**config.mk**
```make
export PLATFORM = sky130hd
export DESIGN_NAME = truetype_simple_glyph_decoder
export DESIGN_NICKNAME = d
export VERILOG_FILES = /design/src/ttsg_pkg.sv /design/src/truetype_simple_glyph_decoder.sv /design/src/ttsg_ram.sv /design/src/ttsg_front.sv /design/src/ttsg_back.sv
export SDC_FILE = /design/constraint.sdc
export NUM_CORES = 2
export LEC_CHECK = 0
export BUFFER_PORTS_ARGS = -buffer_cell sky130_fd_sc_hd__buf_2
export CAP_MARGIN = 15
export CORE_ASPECT_RATIO = 1.75
export CORE_UTILIZATION = 25
export CTS_CLUSTER_SIZE = 28
export DETAILED_ROUTE_END_ITERATION = 12
export GPL_ROUTABILITY_DRIVEN = 0
export PLACE_DENSITY = 0.34
export SKIP_LAST_GASP = 1
export SYNTH_ARGS = -nofsm -noshare
export SYNTH_HDL_FRONTEND = slang
export SYNTH_SLANG_ARGS = --single-unit
```
**constraint.sdc**
```tcl
create_clock -name i_clk -period 8.1 [get_ports i_clk]
set_clock_uncertainty 0.15 [all_clocks]
set_input_delay 1.62 -clock i_clk [delete_from_list [all_inputs] [get_ports i_clk]]
set_output_delay 1.62 -clock i_clk [all_outputs]
set_load 0.1 [all_outputs]
```
**src/ttsg_pkg.sv**
```systemverilog
// Package for the simple glyph decoder: phase codes, flag bits, status codes.
// Used by the decoder top, ttsg_front and ttsg_back; depends on nothing.
package ttsg_pkg;

    localparam int MaxPointsDef   = 64;
    localparam int MaxContoursDef = 16;
    localparam int HeaderBytes    = 10;

    typedef enum logic [2:0] {
        PH_HEADER = 3'd0,
        PH_ENDPTS = 3'd1,
        PH_INSLEN = 3'd2,
        PH_INSTR  = 3'd3,
        PH_FLAGS  = 3'd4,
        PH_X      = 3'd5,
        PH_Y      = 3'd6,
        PH_DONE   = 3'd7
    } t_phase;

    localparam int FL_ON     = 0;
    localparam int FL_XSHORT = 1;
    localparam int FL_YSHORT = 2;
    localparam int FL_REPEAT = 3;
    localparam int FL_XSAME  = 4;
    localparam int FL_YSAME  = 5;

    localparam logic [1:0] ST_OK        = 2'd0;
    localparam logic [1:0] ST_COMPOSITE = 2'd1;
    localparam logic [1:0] ST_OVERFLOW  = 2'd2;

    // byte queue entry from front to back
    typedef struct packed {
        logic [7:0] data;
        logic       start;
    } t_qent;

endpackage

```
**src/truetype_simple_glyph_decoder.sv**
```systemverilog
// Simple glyph decoder: takes one glyph record byte per start pulse (while
// busy is low) and strobes one point per o_point_valid cycle, which the
// receiver must take. The parser takes a coordinate byte and evaluates
// it, then reads the stores for the next point; a point with a repeated
// coordinate is evaluated without a byte, and a repeat count expands its
// flag one copy at a time. A two-entry byte queue in front absorbs the start pulses.
// Depends on ttsg_pkg, ttsg_front, ttsg_back.
module truetype_simple_glyph_decoder #(
    parameter int MaxPoints   = ttsg_pkg::MaxPointsDef,
    parameter int MaxContours = ttsg_pkg::MaxContoursDef
) (
    input  logic               i_clk,
    input  logic               i_rst_n,
    input  logic               start,
    output logic               busy,
    input  logic [7:0]         i_data_byte,
    input  logic               i_glyph_start,
    output logic               o_point_valid,
    output logic signed [15:0] o_x_coord,
    output logic signed [15:0] o_y_coord,
    output logic               o_on_curve,
    output logic [3:0]         o_contour_number,
    output logic [5:0]         o_index_in_contour,
    output logic               o_contour_first,
    output logic               o_contour_last,
    output logic [5:0]         o_next_point,
    output logic [5:0]         o_point_number,
    output logic               o_final_point,
    output logic [1:0]         o_status
);
    import ttsg_pkg::*;

    logic  q_valid, q_pop;
    t_qent q_ent;

    // accept bytes
    ttsg_front u_front (
        .i_clk(i_clk), .i_rst_n(i_rst_n), .i_start(start),
        .i_data_byte(i_data_byte), .i_glyph_start(i_glyph_start),
        .o_busy(busy), .o_valid(q_valid), .o_ent(q_ent), .i_pop(q_pop));

    // parse and emit points
    ttsg_back #(.MaxPoints(MaxPoints), .MaxContours(MaxContours)) u_back (
        .i_clk(i_clk), .i_rst_n(i_rst_n), .i_valid(q_valid), .i_ent(q_ent),
        .o_pop(q_pop), .o_point_valid(o_point_valid),
        .o_x_coord(o_x_coord), .o_y_coord(o_y_coord), .o_on_curve(o_on_curve),
        .o_contour_number(o_contour_number),
        .o_index_in_contour(o_index_in_contour),
        .o_contour_first(o_contour_first), .o_contour_last(o_contour_last),
        .o_next_point(o_next_point), .o_point_number(o_point_number),
        .o_final_point(o_final_point), .o_status(o_status));
endmodule

```
**src/ttsg_ram.sv**
```systemverilog
// Generic single-port-write, one-read RAM with registered read.
// No dependencies.
module ttsg_ram #(
    parameter int Width = 8,
    parameter int Depth = 16
) (
    input  logic                     i_clk,
    input  logic                     i_we,
    input  logic [$clog2(Depth)-1:0] i_waddr,
    input  logic [Width-1:0]         i_wdata,
    input  logic [$clog2(Depth)-1:0] i_raddr,
    output logic [Width-1:0]         o_rdata
);
    logic [Width-1:0] r_mem [Depth];
    logic [Width-1:0] r_rdata;

    // write, then register the read
    always_ff @(posedge i_clk) begin
        if (i_we) begin
            r_mem[i_waddr] <= i_wdata;
        end
        r_rdata <= r_mem[i_raddr];
    end
    assign o_rdata = r_rdata;
endmodule

```
**src/ttsg_front.sv**
```systemverilog
// Front part: accepts bytes into a short queue and hands them to the back part.
// Depends on ttsg_pkg.
module ttsg_front (
    input  logic          i_clk,
    input  logic          i_rst_n,
    input  logic          i_start,
    input  logic [7:0]    i_data_byte,
    input  logic          i_glyph_start,
    output logic          o_busy,
    output logic          o_valid,
    output ttsg_pkg::t_qent o_ent,
    input  logic          i_pop
);
    import ttsg_pkg::*;

    t_qent      r_q [2];
    logic       r_wp, r_rp;
    logic [1:0] r_cnt;
    logic       push;

    assign o_busy  = (r_cnt == 2'd2);
    assign push    = i_start && !o_busy;
    assign o_valid = (r_cnt != 2'd0);
    assign o_ent   = r_q[r_rp];

    // hold bytes in a two-entry queue
    always_ff @(posedge i_clk) begin
        if (!i_rst_n) begin
            r_wp  <= 1'b0;
            r_rp  <= 1'b0;
            r_cnt <= 2'd0;
        end else begin
            if (push) begin
                r_q[r_wp] <= '{data: i_data_byte, start: i_glyph_start};
                r_wp      <= ~r_wp;
            end
            if (i_pop) begin
                r_rp <= ~r_rp;
            end
            r_cnt <= r_cnt + {1'b0, push} - {1'b0, i_pop};
        end
    end
endmodule

```
**src/ttsg_back.sv**
```systemverilog
// Back part: parses the glyph record and emits one point per strobe.
// Depends on ttsg_pkg and ttsg_ram.
module ttsg_back #(
    parameter int MaxPoints   = ttsg_pkg::MaxPointsDef,
    parameter int MaxContours = ttsg_pkg::MaxContoursDef
) (
    input  logic                  i_clk,
    input  logic                  i_rst_n,
    input  logic                  i_valid,
    input  ttsg_pkg::t_qent       i_ent,
    output logic                  o_pop,
    output logic                  o_point_valid,
    output logic signed [15:0]    o_x_coord,
    output logic signed [15:0]    o_y_coord,
    output logic                  o_on_curve,
    output logic [3:0]            o_contour_number,
    output logic [5:0]            o_index_in_contour,
    output logic                  o_contour_first,
    output logic                  o_contour_last,
    output logic [5:0]            o_next_point,
    output logic [5:0]            o_point_number,
    output logic                  o_final_point,
    output logic [1:0]            o_status
);
    import ttsg_pkg::*;

    localparam int PW = $clog2(MaxPoints);
    localparam int CW = (MaxContours > 1) ? $clog2(MaxContours) : 1;
    localparam int PCW = PW + 1;
    localparam int CCW = $clog2(MaxContours + 1);

    // sequencer steps: take a byte, wait for store reads, emit/advance, expand flag repeats
    typedef enum logic [1:0] {
        S_TAKE = 2'd0,
        S_READ = 2'd1,
        S_EVAL = 2'd2,
        S_REP  = 2'd3
    } t_step;

    t_step        r_step, n_step;
    t_phase       r_phase;
    logic [3:0]   r_byte_cnt;
    logic [7:0]   r_hi;
    logic [15:0]  r_hdr;
    logic [CCW-1:0] r_ctot;
    logic [CCW-1:0] r_ccur;
    logic [15:0]  r_iskip;
    logic         r_rep_pend;
    logic [7:0]   r_rep_cnt;
    logic [5:0]   r_rep_flag;
    logic [PCW-1:0] r_pcur;
    logic [PCW-1:0] r_ptot;
    logic [PCW-1:0] r_cstart;
    logic [15:0]  r_acc;
    logic         r_have_byte;
    logic [7:0]   r_byte;
    logic [5:0]   r_last_flag;

    // stores
    logic            ep_we;
    logic [CW-1:0]   ep_waddr, ep_raddr;
    logic [15:0]     ep_wdata, ep_rdata;
    logic            fl_we;
    logic [PW-1:0]   fl_waddr, fl_raddr;
    logic [5:0]      fl_wdata, fl_rdata;
    logic            x_we;
    logic [PW-1:0]   x_waddr, x_raddr;
    logic [15:0]     x_wdata, x_rdata;

    ttsg_ram #(.Width(16), .Depth(MaxContours)) u_ep (
        .i_clk(i_clk), .i_we(ep_we), .i_waddr(ep_waddr), .i_wdata(ep_wdata),
        .i_raddr(ep_raddr), .o_rdata(ep_rdata));
    ttsg_ram #(.Width(6), .Depth(MaxPoints)) u_fl (
        .i_clk(i_clk), .i_we(fl_we), .i_waddr(fl_waddr), .i_wdata(fl_wdata),
        .i_raddr(fl_raddr), .o_rdata(fl_rdata));
    ttsg_ram #(.Width(16), .Depth(MaxPoints)) u_x (
        .i_clk(i_clk), .i_we(x_we), .i_waddr(x_waddr), .i_wdata(x_wdata),
        .i_raddr(x_raddr), .o_rdata(x_rdata));

    assign fl_raddr = r_pcur[PW-1:0];
    assign x_raddr  = r_pcur[PW-1:0];
    assign ep_raddr = r_ccur[CW-1:0];

    // x/y phase helpers
    logic        in_coord;
    logic        fshort, fsame;
    logic [15:0] sdelta, delta;
    logic        need_byte, coord_done;
    logic [15:0] acc_sum;
    logic        yfin, ylast;

    assign in_coord = (r_phase == PH_X) || (r_phase == PH_Y);
    assign fshort = (r_phase == PH_X) ? fl_rdata[FL_XSHORT] : fl_rdata[FL_YSHORT];
    assign fsame  = (r_phase == PH_X) ? fl_rdata[FL_XSAME]  : fl_rdata[FL_YSAME];
    assign need_byte = fshort || !fsame;
    assign sdelta = fsame ? {8'd0, r_byte} : (16'd0 - {8'd0, r_byte});
    always_comb begin
        if (!need_byte) begin
            delta = 16'd0;
        end else if (fshort) begin
            delta = sdelta;
        end else begin
            delta = {r_hi, r_byte};
        end
    end
    assign coord_done = !need_byte || r_have_byte && (fshort || r_byte_cnt[0]);
    assign acc_sum = r_acc + delta;
    assign yfin  = ({1'b0, r_pcur} + 1'b1) >= {1'b0, r_ptot};
    assign ylast = yfin || ({{(16-PCW){1'b0}}, r_pcur} >= ep_rdata);

    // next step
    always_comb begin
        n_step = r_step;
        unique case (r_step)
            S_TAKE: if (i_valid) n_step = S_READ;
            S_READ: n_step = S_EVAL;
            S_EVAL: n_step = S_TAKE;
            S_REP:  n_step = S_REP;
            default: n_step = S_TAKE;
        endcase
    end

    logic [15:0] word;
    assign word = {r_hi, i_ent.data};

    // sequence all work
    always_ff @(posedge i_clk) begin
        ep_we <= 1'b0;
        fl_we <= 1'b0;
        x_we  <= 1'b0;
        o_point_valid <= 1'b0;
        if (!i_rst_n) begin
            r_step <= S_TAKE;
            r_phase <= PH_HEADER;
            r_byte_cnt <= '0;
            r_hi <= '0;
            r_hdr <= '0;
            r_ctot <= '0;
            r_ccur <= '0;
            r_iskip <= '0;
            r_rep_pend <= 1'b0;
            r_rep_cnt <= '0;
            r_pcur <= '0;
            r_ptot <= '0;
            r_cstart <= '0;
            r_acc <= '0;
            r_have_byte <= 1'b0;
        end else begin
            r_step <= n_step;
            unique case (r_step)
                S_TAKE: begin
                    if (i_valid) begin
                        if (i_ent.start) begin
                            r_byte_cnt <= 4'd1;
                            r_hi <= i_ent.data;
                            r_phase <= PH_HEADER;
                            r_ccur <= '0;
                            r_pcur <= '0;
                            r_acc <= '0;
                            r_have_byte <= 1'b0;
                            r_rep_pend <= 1'b0;
                            r_step <= S_TAKE;
                        end else begin
                            r_byte <= i_ent.data;
                            r_have_byte <= 1'b1;
                            unique case (r_phase)
                                PH_HEADER: begin
                                    if (r_byte_cnt == 4'd0) r_hi <= i_ent.data;
                                    if (r_byte_cnt == 4'd1) r_hdr <= word;
                                    if (r_byte_cnt == 4'(HeaderBytes - 1)) begin
                                        r_byte_cnt <= '0;
                                        r_step <= S_TAKE;
                                        if (r_hdr[15]) begin
                                            r_phase <= PH_DONE;
                                            o_point_valid <= 1'b1;
                                            o_status <= ST_COMPOSITE;
                                        end else if (r_hdr == 16'd0) begin
                                            r_phase <= PH_DONE;
                                            o_point_valid <= 1'b1;
                                            o_status <= ST_OK;
                                        end else if (r_hdr > 16'(MaxContours)) begin
                                            r_phase <= PH_DONE;
                                            o_point_valid <= 1'b1;
                                            o_status <= ST_OVERFLOW;
                                        end else begin
                                            r_ctot <= r_hdr[CCW-1:0];
                                            r_ccur <= '0;
                                            r_phase <= PH_ENDPTS;
                                        end
                                    end else begin
                                        r_byte_cnt <= r_byte_cnt + 4'd1;
                                    end
                                    if (r_byte_cnt == 4'(HeaderBytes - 1) ||
                                        r_hdr[15] || 1'b1) begin
                                        o_x_coord <= '0;
                                        o_y_coord <= '0;
                                        o_on_curve <= 1'b0;
                                        o_contour_number <= '0;
                                        o_index_in_contour <= '0;
                                        o_contour_first <= 1'b0;
                                        o_contour_last <= 1'b0;
                                        o_next_point <= '0;
                                        o_point_number <= '0;
                                        o_final_point <= 1'b1;
                                    end
                                    r_step <= S_TAKE;
                                end
                                PH_ENDPTS: begin
                                    r_step <= S_TAKE;
                                    if (!r_byte_cnt[0]) begin
                                        r_hi <= i_ent.data;
                                        r_byte_cnt <= 4'd1;
                                    end else begin
                                        r_byte_cnt <= '0;
                                        ep_we <= 1'b1;
                                        ep_waddr <= r_ccur[CW-1:0];
                                        ep_wdata <= word;
                                        r_ccur <= r_ccur + 1'b1;
                                        if (r_ccur + 1'b1 >= r_ctot) begin
                                            r_ccur <= '0;
                                            if (word >= 16'(MaxPoints)) begin
                                                r_phase <= PH_DONE;
                                                o_point_valid <= 1'b1;
                                                o_status <= ST_OVERFLOW;
                                                o_x_coord <= '0;
                                                o_y_coord <= '0;
                                                o_on_curve <= 1'b0;
                                                o_contour_number <= '0;
                                                o_index_in_contour <= '0;
                                                o_contour_first <= 1'b0;
                                                o_contour_last <= 1'b0;
                                                o_next_point <= '0;
                                                o_point_number <= '0;
                                                o_final_point <= 1'b1;
                                            end else begin
                                                r_ptot <= word[PCW-1:0] + 1'b1;
                                                r_phase <= PH_INSLEN;
                                            end
                                        end
                                    end
                                end
                                PH_INSLEN: begin
                                    r_step <= S_TAKE;
                                    if (r_byte_cnt == 4'd0) begin
                                        r_hi <= i_ent.data;
                                        r_byte_cnt <= 4'd1;
                                    end else begin
                                        r_byte_cnt <= '0;
                                        r_iskip <= word;
                                        r_pcur <= '0;
                                        r_rep_pend <= 1'b0;
                                        r_phase <= (word != 16'd0) ? PH_INSTR : PH_FLAGS;
                                    end
                                end
                                PH_INSTR: begin
                                    r_step <= S_TAKE;
                                    r_iskip <= r_iskip - 16'd1;
                                    if (r_iskip == 16'd1) r_phase <= PH_FLAGS;
                                end
                                PH_FLAGS: begin
                                    if (r_rep_pend) begin
                                        r_rep_pend <= 1'b0;
                                        r_rep_cnt <= i_ent.data;
                                        r_rep_flag <= r_last_flag;
                                        r_step <= S_REP;
                                    end else begin
                                        fl_we <= 1'b1;
                                        fl_waddr <= r_pcur[PW-1:0];
                                        fl_wdata <= i_ent.data[5:0];
                                        r_last_flag <= i_ent.data[5:0];
                                        r_pcur <= r_pcur + 1'b1;
                                        r_rep_pend <= i_ent.data[FL_REPEAT];
                                        r_step <= S_TAKE;
                                        if (r_pcur + 1'b1 >= r_ptot &&
                                            !i_ent.data[FL_REPEAT]) begin
                                            r_phase <= PH_X;
                                            r_pcur <= '0;
                                            r_acc <= '0;
                                            r_byte_cnt <= '0;
                                            r_have_byte <= 1'b0;
                                            r_step <= S_READ;
                                        end
                                    end
                                end
                                PH_X, PH_Y: begin
                                    // byte arrives; evaluate with stored flag
                                    r_step <= S_EVAL;
                                end
                                default: r_step <= S_TAKE;
                            endcase
                        end
                    end
                end
                S_READ: begin
                    // store reads settle this cycle
                    r_step <= S_EVAL;
                end
                S_EVAL: begin
                    r_step <= S_TAKE;
                    if (in_coord) begin
                        if (!coord_done) begin
                            // first byte of a word delta
                            if (r_have_byte) begin
                                r_hi <= r_byte;
                                r_byte_cnt <= 4'd1;
                                r_have_byte <= 1'b0;
                            end
                        end else begin
                            r_have_byte <= r_have_byte && !need_byte;
                            r_byte_cnt <= '0;
                            r_acc <= acc_sum;
                            r_pcur <= r_pcur + 1'b1;
                            if (r_phase == PH_X) begin
                                x_we <= 1'b1;
                                x_waddr <= r_pcur[PW-1:0];
                                x_wdata <= acc_sum;
                                if (r_pcur + 1'b1 >= r_ptot) begin
                                    r_phase <= PH_Y;
                                    r_pcur <= '0;
                                    r_acc <= '0;
                                    r_ccur <= '0;
                                    r_cstart <= '0;
                                end
                                r_step <= S_READ;
                            end else begin
                                o_point_valid <= 1'b1;
                                o_x_coord <= x_rdata;
                                o_y_coord <= acc_sum;
                                o_on_curve <= fl_rdata[FL_ON];
                                o_contour_number <= 4'(r_ccur);
                                o_index_in_contour <= 6'(r_pcur - r_cstart);
                                o_contour_first <= (r_pcur == r_cstart);
                                o_contour_last <= ylast;
                                o_next_point <= ylast ? 6'(r_cstart) : 6'(r_pcur + 1'b1);
                                o_point_number <= 6'(r_pcur);
                                o_final_point <= yfin;
                                o_status <= ST_OK;
                                if (ylast) begin
                                    r_ccur <= r_ccur + 1'b1;
                                    r_cstart <= r_pcur + 1'b1;
                                end
                                if (yfin) begin
                                    r_phase <= PH_DONE;
                                    r_step <= S_TAKE;
                                end else begin
                                    r_step <= S_READ;
                                end
                            end
                        end
                    end
                end
                S_REP: begin
                    // expand one repeated flag per cycle
                    if (r_rep_cnt != 8'd0 && r_pcur < r_ptot) begin
                        fl_we <= 1'b1;
                        fl_waddr <= r_pcur[PW-1:0];
                        fl_wdata <= r_rep_flag;
                        r_pcur <= r_pcur + 1'b1;
                        r_rep_cnt <= r_rep_cnt - 8'd1;
                    end else begin
                        r_step <= S_TAKE;
                        if (r_pcur >= r_ptot) begin
                            r_phase <= PH_X;
                            r_pcur <= '0;
                            r_acc <= '0;
                            r_byte_cnt <= '0;
                            r_have_byte <= 1'b0;
                            r_step <= S_READ;
                        end
                    end
                end
                default: r_step <= S_TAKE;
            endcase
        end
    end

    // pop a byte only when it is taken
    assign o_pop = (r_step == S_TAKE) && i_valid;
endmodule
```
Word-level counts from Yosys, hierarchy flattened
Memory sizes are Yosys's and may differ from the RTL's. A register that Yosys moved wholly into a read port is not among the register bits.
Cells that the tools add are included.
{"block": "totals", "register_bits": 248, "ram_bits": 1682, "inputBits": 12, "out_inout_bits": 62, "mem_count": 4}
{"block": "op_classes", "add_sub_neg": 12, "n_lt_le_gt_ge": 8, "eq_ne": 61, "mux": 259, "n_bitwise": 12, "reduce_logical": 54}
{"memory": "u_back.u_x.r_mem", "words": 64, "width": 16, "rd": 1, "rd_clocked_by_memory_dff": 1, "wr": 1, "line_no": "ttsg_ram.sv:14", "source": "logic [Width-1:0] r_mem [Depth];"}
{"memory": "u_back.u_fl.r_mem", "words": 64, "width": 6, "rd": 1, "rd_clocked_by_memory_dff": 1, "wr": 1, "line_no": "ttsg_ram.sv:14"}
{"memory": "u_back.u_ep.r_mem", "words": 16, "width": 16, "rd": 1, "rd_clocked_by_memory_dff": 1, "wr": 1, "line_no": "ttsg_ram.sv:14"}
{"memory": "u_front.r_q", "words": 2, "width": 9, "rd": 1, "rd_clocked_by_memory_dff": 1, "wr": 1, "line_no": "ttsg_front.sv:16", "source": "t_qent r_q [2];"}
{"cell": "$mux 16", "count": 26}
{"cell": "$mux 6", "count": 25}
{"cell": "$pmux 16 s2", "count": 4}
{"cell": "$mux 7", "count": 14}
{"cell": "$mux 8", "count": 12}
{"cell": "$mux 4", "count": 18}
{"cell": "$pmux 6 s2", "count": 6}
{"cell": "$mux 1", "count": 71}
{"cell": "$mux 5", "count": 13}
{"cell": "$mux 3", "count": 21}
{"cell": "$pmux 16 s3", "count": 1}
{"cell": "$pmux 8 s2", "count": 3}
{"cell": "$mux 2", "count": 20}
{"cell": "$ne 4x4->1 const B", "count": 9}
{"cell": "$reduce_and 5->1", "count": 5}
{"cell": "$ne 4x3->1 const B", "count": 6}
{"cell": "$reduce_and 6->1", "count": 4}
{"cell": "$reduce_and 8->1", "count": 3}
{"cell": "$pmux 7 s3", "count": 1}
{"cell": "$pmux 1 s2", "count": 10}
{"cell": "$pmux 5 s2", "count": 2}
{"cell": "$reduce_and 9->1", "count": 2}
{"cell": "$add 16x16->16", "count": 1}
{"cell": "$eq 16x1->1 const B", "count": 1}
{"cell": "62 further kinds", "count": 128}

Depth between registers and ports, before layout
{"block": "depth", "word_depth": 11, "depth_mapped": 15, "ltp_nobuf": 15}

Cells and area by module
Synthesis repeated with hierarchy kept, for this count alone.
{"block": "hier_totals", "cells_unflattened": 4286, "area_unflattened_um2": 78657.9}
{"module": "ttsg_ram at u_back.u_x", "n_inst": 1, "cells_each": 1820, "area_per_inst_um2": 39978.3, "seq_area_each_um2": 31069.8}
{"module": "ttsg_ram at u_back.u_fl", "n_inst": 1, "cells_each": 726, "area_per_inst_um2": 15259.6, "seq_area_each_um2": 11651.2}
{"module": "ttsg_back", "n_inst": 1, "cells_each": 1255, "area_per_inst_um2": 12497.0, "seq_area_each_um2": 6226.0}
{"module": "ttsg_ram at u_back.u_ep", "n_inst": 1, "cells_each": 432, "area_per_inst_um2": 10042.1, "seq_area_each_um2": 8007.7}
{"module": "ttsg_front", "n_inst": 1, "cells_each": 53, "area_per_inst_um2": 880.8, "seq_area_each_um2": 640.6}

Least setup slack after synthesis
No wires, ideal clock.
{"block": "synth_timing", "path_kind": "reg-to-reg", "start": "reg u_back.r_ccur[1]", "end": "reg u_back.o_contour_first, enable pin", "setup_time_ns": 0.493, "t_arrival_ns": 5.418, "t_required_ns": 7.457, "path_slack_ns": 2.039, "stages_incl_launch_ff": 12, "path_buffers": 2, "period_less_slack_ns": 6.061, "path_cell_list": "dfxtp_1 buf_1 clkbuf_1 nand3_1 xor2_1 inv_1 ha_1 nand2_1 o21ai_0 nand3_1 a2111o_1 a21oi_1"}
{"block": "synth_between", "elab_chain_len": 4}
{"item": "from (decl)", "line_no": "ttsg_back.sv:46", "source": "logic [CCW-1:0] r_ccur;"}
{"item": "from (signal assigned)", "line_no": "ttsg_back.sv:218", "source": "r_ccur <= r_ccur + 1'b1;"}
{"item": "from (signal assigned)", "line_no": "ttsg_back.sv:339", "source": "r_ccur <= r_ccur + 1'b1;"}
{"item": "$add 5x1->5", "line_no": "ttsg_back.sv:219", "source": "if (r_ccur + 1'b1 >= r_ctot) begin"}
{"item": "$ge 5x5->1", "line_no": "ttsg_back.sv:219"}
{"item": "$ne 3x2->1 (no line)"}
{"item": "$reduce_and 11->1 (no line)"}
{"item": "to (signal assigned)", "line_no": "ttsg_back.sv:332", "source": "o_contour_first <= (r_pcur == r_cstart);"}
{"item": "to (decl)", "line_no": "ttsg_back.sv:18", "source": "output logic o_contour_first,"}
Every way passes these cells.
A chain may end at the register's enable or synchronous reset.

Final worst setup path
{"block": "layout_timing", "start": "reg u_back.r_phase[2]", "end": "reg u_back.o_y_coord[14], data pin"}
{"block": "layout_between", "elab_chain_len": 10}
{"item": "from (decl)", "line_no": "ttsg_back.sv:41", "source": "t_phase r_phase;"}
{"item": "from (signal assigned)", "line_no": "ttsg_back.sv:252", "source": "r_phase <= (word != 16'd0) ? PH_INSTR : PH_FLAGS;"}
{"item": "$eq 3x3->1 *", "line_no": "ttsg_back.sv:93, ttsg_back.sv:94"}
{"item": "$mux 1", "line_no": "ttsg_back.sv:94", "source": "assign fsame = (r_phase == PH_X) ? fl_rdata[FL_XSAME] : fl_rdata[FL_YSAME];"}
{"item": "$mux 16 or $logic_not 1->1 (tied branches)", "line_no": "ttsg_back.sv:96, ttsg_back.sv:95"}
{"item": "$mux 16 or $logic_or 1x1->1 (tied branches)", "line_no": "ttsg_back.sv:100, ttsg_back.sv:95"}
{"item": "$mux 16 *", "line_no": "ttsg_back.sv:98", "source": "if (!need_byte) begin"}
{"item": "$add 16x16->16 *", "line_no": "ttsg_back.sv:107", "source": "assign acc_sum = r_acc + delta;"}
{"item": "net u_back.acc_sum[14]", "line_no": "ttsg_back.sv:89", "source": "logic [15:0] acc_sum;"}
{"item": "$mux 16 *", "line_no": "ttsg_back.sv:313", "source": "if (r_phase == PH_X) begin"}
{"item": "$mux 16 *", "line_no": "ttsg_back.sv:301", "source": "if (!coord_done) begin"}
{"item": "$mux 16 *", "line_no": "ttsg_back.sv:300", "source": "if (in_coord) begin"}
{"item": "$pmux 16 s2 *", "line_no": "ttsg_back.sv:150", "source": "unique case (r_step)"}
{"item": "to (signal assigned)", "line_no": "ttsg_back.sv:328", "source": "o_y_coord <= acc_sum;"}
{"item": "to (decl)", "line_no": "ttsg_back.sv:14", "source": "output logic signed [15:0] o_y_coord,"}
The timed path passes the listed nets; every way through them passes the cells marked *. The select of a mux whose other input is x is not followed.

==> results.json <==
{
  "synth-seq-cells": 1901,
  "setup_violations": 0,
  "relSlewSlack_pct": 27.0,
  "cp-start-kind": "register",
  "critPathSlowestCell": "dfxtp_1",
  "worstReg2RegStart": "u_back.r_phase[2]$_SDFFE_PN0P_",
  "grt_max_degree": 105,
  "power_density_nw_per_um2": 252,
  "top_level_ports": 74,
  "worst_pin_slew_ns": 1.10,
  "final.setup.tns_ns": 0,
  "port_buffers": 73,
  "synth_edf_count": 1749,
  "start_util_pct": 25.1,
  "area_delta_synth_final_pct": 15.9,
  "cap_viol_max_count": 0,
  "wl_per_cell_um": 29.1,
  "cts_made_buffers": 199,
  "synth_top_area_share_pct": 69.9,
  "cp_max_fo": 22,
  "worst_hold_slack_ns": 0.271,
  "cts_setup_buffers": 0,
  "nNetsFinal": 4053,
  "die-area_um2": 303000,
  "dpl_cell_area_um2": 80900,
  "dr.pass1.iters": 6,
  "critPathRequiredTime_ns": 8.57,
  "use_met3_pct": 1.62,
  "synthXorXnorAreaFrac_pct": 0.454,
  "antenna_found_initial": 8,
  "drc": 0,
  "synth_nets": 3890,
  "globalRouteMet1Util_pct": 16.5,
  "crit_top_cell": "and2_1",
  "crit_chain": "and3b_1, mux2i_1, o21ai_0, ha_1, a21oi_1, o221ai_1, and2_1, a221oi_1, xnor2_1, and2_1",
  "grt_pass1_wl_um": 326000,
  "yosys-top-cells-area": "edfxtp_1 70%, mux4_2 16%, dfxtp_1 4.0%",
  "track_usage_pct": 15.3,
  "slew_viol_final": 0,
  "cts_hold_buf": 0,
  "grt_pass1_vias": 39700,
  "worst_setup_path_end_kind": "register",
  "finalInstanceArea_um2": 87100,
  "clkSinkCount": 1901,
  "clkLatencyLatePin_ns": 0.88,
  "row_count": 266,
  "grt.overflow.total": 0,
  "synth_fa_ha_area_share_pct": 1.12,
  "drt_iter0_drc": 2329,
  "grt_use_met2_pct": 30.8,
  "die_h_um": 727,
  "rsz0062_at_grt": "no",
  "vias_per_cell": 4.56,
  "leakagePower_nw": 26.2,
  "synth.area.mux_share_pct": 16.2,
  "coreArea_um2": 300000,
  "final_antenna_net_count": 0,
  "criticalPathCategory": "register to register",
  "synth_compound_area_share_pct": 2.61,
  "synth_simple_gate_area_share_pct": 4.20,
  "clkTransAtPathRegs_ns": 0.06,
  "arrival_ns": 5.19,
  "die_x_um": 417,
  "finalCriticalPeriod_ns": 4.72,
  "clock.fmax_ghz": 0.212,
  "wirelength_um": 233000,
  "synth_warnings": 0,
  "syn_avg_cell_area_um2": 19.7,
  "ys_top_cells_by_count": "1,749 x edfxtp_1, 521 x mux4_2, 295 x nor2_1",
  "async_flop_share_pct": 0,
  "syn_inst": 3812,
  "ir_drop_mv": 0.151,
  "worstHoldStart": "u_back.r_last_flag[4]$_DFFE_PP_",
  "crit_start": "u_back.r_phase[2]$_SDFFE_PN0P_",
  "clock_path_buffers": 4,
  "synth_ff_type": "edfxtp_1",
  "yosys.cell_count.top_type": "edfxtp_1",
  "cts_resized": 0,
  "syn_area_um2": 75200,
  "hold_violations": 0,
  "synth_top_family_by_area": "multiplexers",
  "synthDistinctLibCells": 79,
  "power_mw": 21.9,
  "cts_tree": "built",
  "netlist.top_cell.by_area": "edfxtp_1",
  "htree_levels": 4,
  "busiest_layer": "met2",
  "max_stage_delay_ns": 0.81,
  "layout_worst_path_cycle_share_pct": 58.3,
  "layout-drive-gt1-share_pct": 25.8,
  "root_buffer": "clkbuf_16",
  "place_hpwl_um": 143000,
  "ys_seq_area_share_pct": 73.9,
  "vias": 36600,
  "min_path_type": "register to register",
  "outcome": "finished clean"
}
-- final cells by class --
class,count,area (um2)
flip-flops and latches,1901,55600
inverters,68,255
clock inverters,102,843
well taps,3886,4860
diodes,1,2.50
multi-input cells,1651,19100
repair buffers,154,1040
clock buffers,253,5390
fillers,29400,212000
-- state kept, by name, summed over array words and instances (netlist names), 7 cells and up, named ones only --
register	count
u_back.u_x.r_mem	1024
u_back.u_fl.r_mem	320
u_back.u_ep.r_mem	256
u_front.r_q	18
u_back.ep_wdata	16
u_back.o_x_coord	16
u_back.o_y_coord	16
u_back.r_acc	16
u_back.r_hdr	16
u_back.r_iskip	16
u_back.u_ep.o_rdata	16
u_back.u_x.o_rdata	16
u_back.x_wdata	16
u_back.r_byte	8
u_back.r_hi	8
u_back.r_rep_cnt	8
u_back.r_cstart	7
u_back.r_pcur	7
u_back.r_ptot	7
-- critical path: cells and delay by family (launching register included) --
family                     cells  cell delay, ns
and+or+nand+nor                3            1.04
AOI/OAI and AO/OA              4            1.11
adders and majority gates      1            0.39
muxes                          1            0.80
DFF                            1            0.81
xor gates and xnor gates       1            0.18
-- path summary, 6_finish.rpt --
kind / slack (ns) / end / depth (start not counted)
worst min-delay path: 0.27 / u_back.r_rep_flag[4]$_DFFE_PP_ / 0
worst min register to register: 0.27 / u_back.r_rep_flag[4]$_DFFE_PP_ / 0
worst max register to register: 3.38 / u_back.o_y_coord[14]$_SDFFCE_PN0P_ / 10
worst max-delay path: 3.38 / u_back.o_y_coord[14]$_SDFFCE_PN0P_ / 10
-- power by group --
| part | switching (mW) | internal (mW) |
|---|---|---|
| clock network | 3.97 | 5.10 |
| registers | 0.186 | 10.8 |
| logic | 1.37 | 0.542 |
-- per-layer routing --
metal / part of all wire [%] / vias to the layer above
met3: 2.3 / 299
met5: 0 / -
met1: 37 / 19800
met4: 2.7 / 0
li1: - / 15900
met2: 58 / 554
-- cells by family after synthesis --
| family | after synthesis |
|---|---|
| flip-flops | 1901 |
| AND/OR/NAND/NOR | 663 |
| multiplexers | 568 |
| AO/OA/AOI/OAI | 315 |
| buffers and inverters | 260 |
| adder cells (fa/ha/maj) | 66 |
| XOR/XNOR | 39 |
-- cell usage in the layout, fill, tap and decap left out, drive strengths merged, types with 7 or more instances in the layout --
cell / instances
nand2b: 15
inv: 70
o211ai: 15
o22ai: 9
a211oi: 15
nor3: 37
or3: 12
and2: 47
clkinv: 80
xnor2: 22
nand3: 63
clkbuf: 253
nor2b: 17
buf: 154
nor4: 17
a22o: 8
mux2i: 42
mux4: 521
edfxtp: 1749
dfxtp: 152
xor2: 17
and3: 13
bufinv: 13
a21oi: 117
a21o: 13
clkinvlp: 7
nand4: 12
nand3b: 17
nor3b: 7
a31oi: 9
o21a: 12
ha: 64
nand2: 92
o21ai: 69
nor2: 296
-- through the flow --
step / utilization [%] / worst slack [ns] / instances
after floorplan: - / 2.04 / 3812
after global placement: 27.0 / 2.77 / 7659
after detailed placement: 27.0 / 3.27 / 7660
after CTS: 29.1 / 3.21 / 8015
after global routing: 29.1 / 2.94 / 8016
final: 29.1 / 3.38 / 8016
Power figures use the tool's default switching activity.
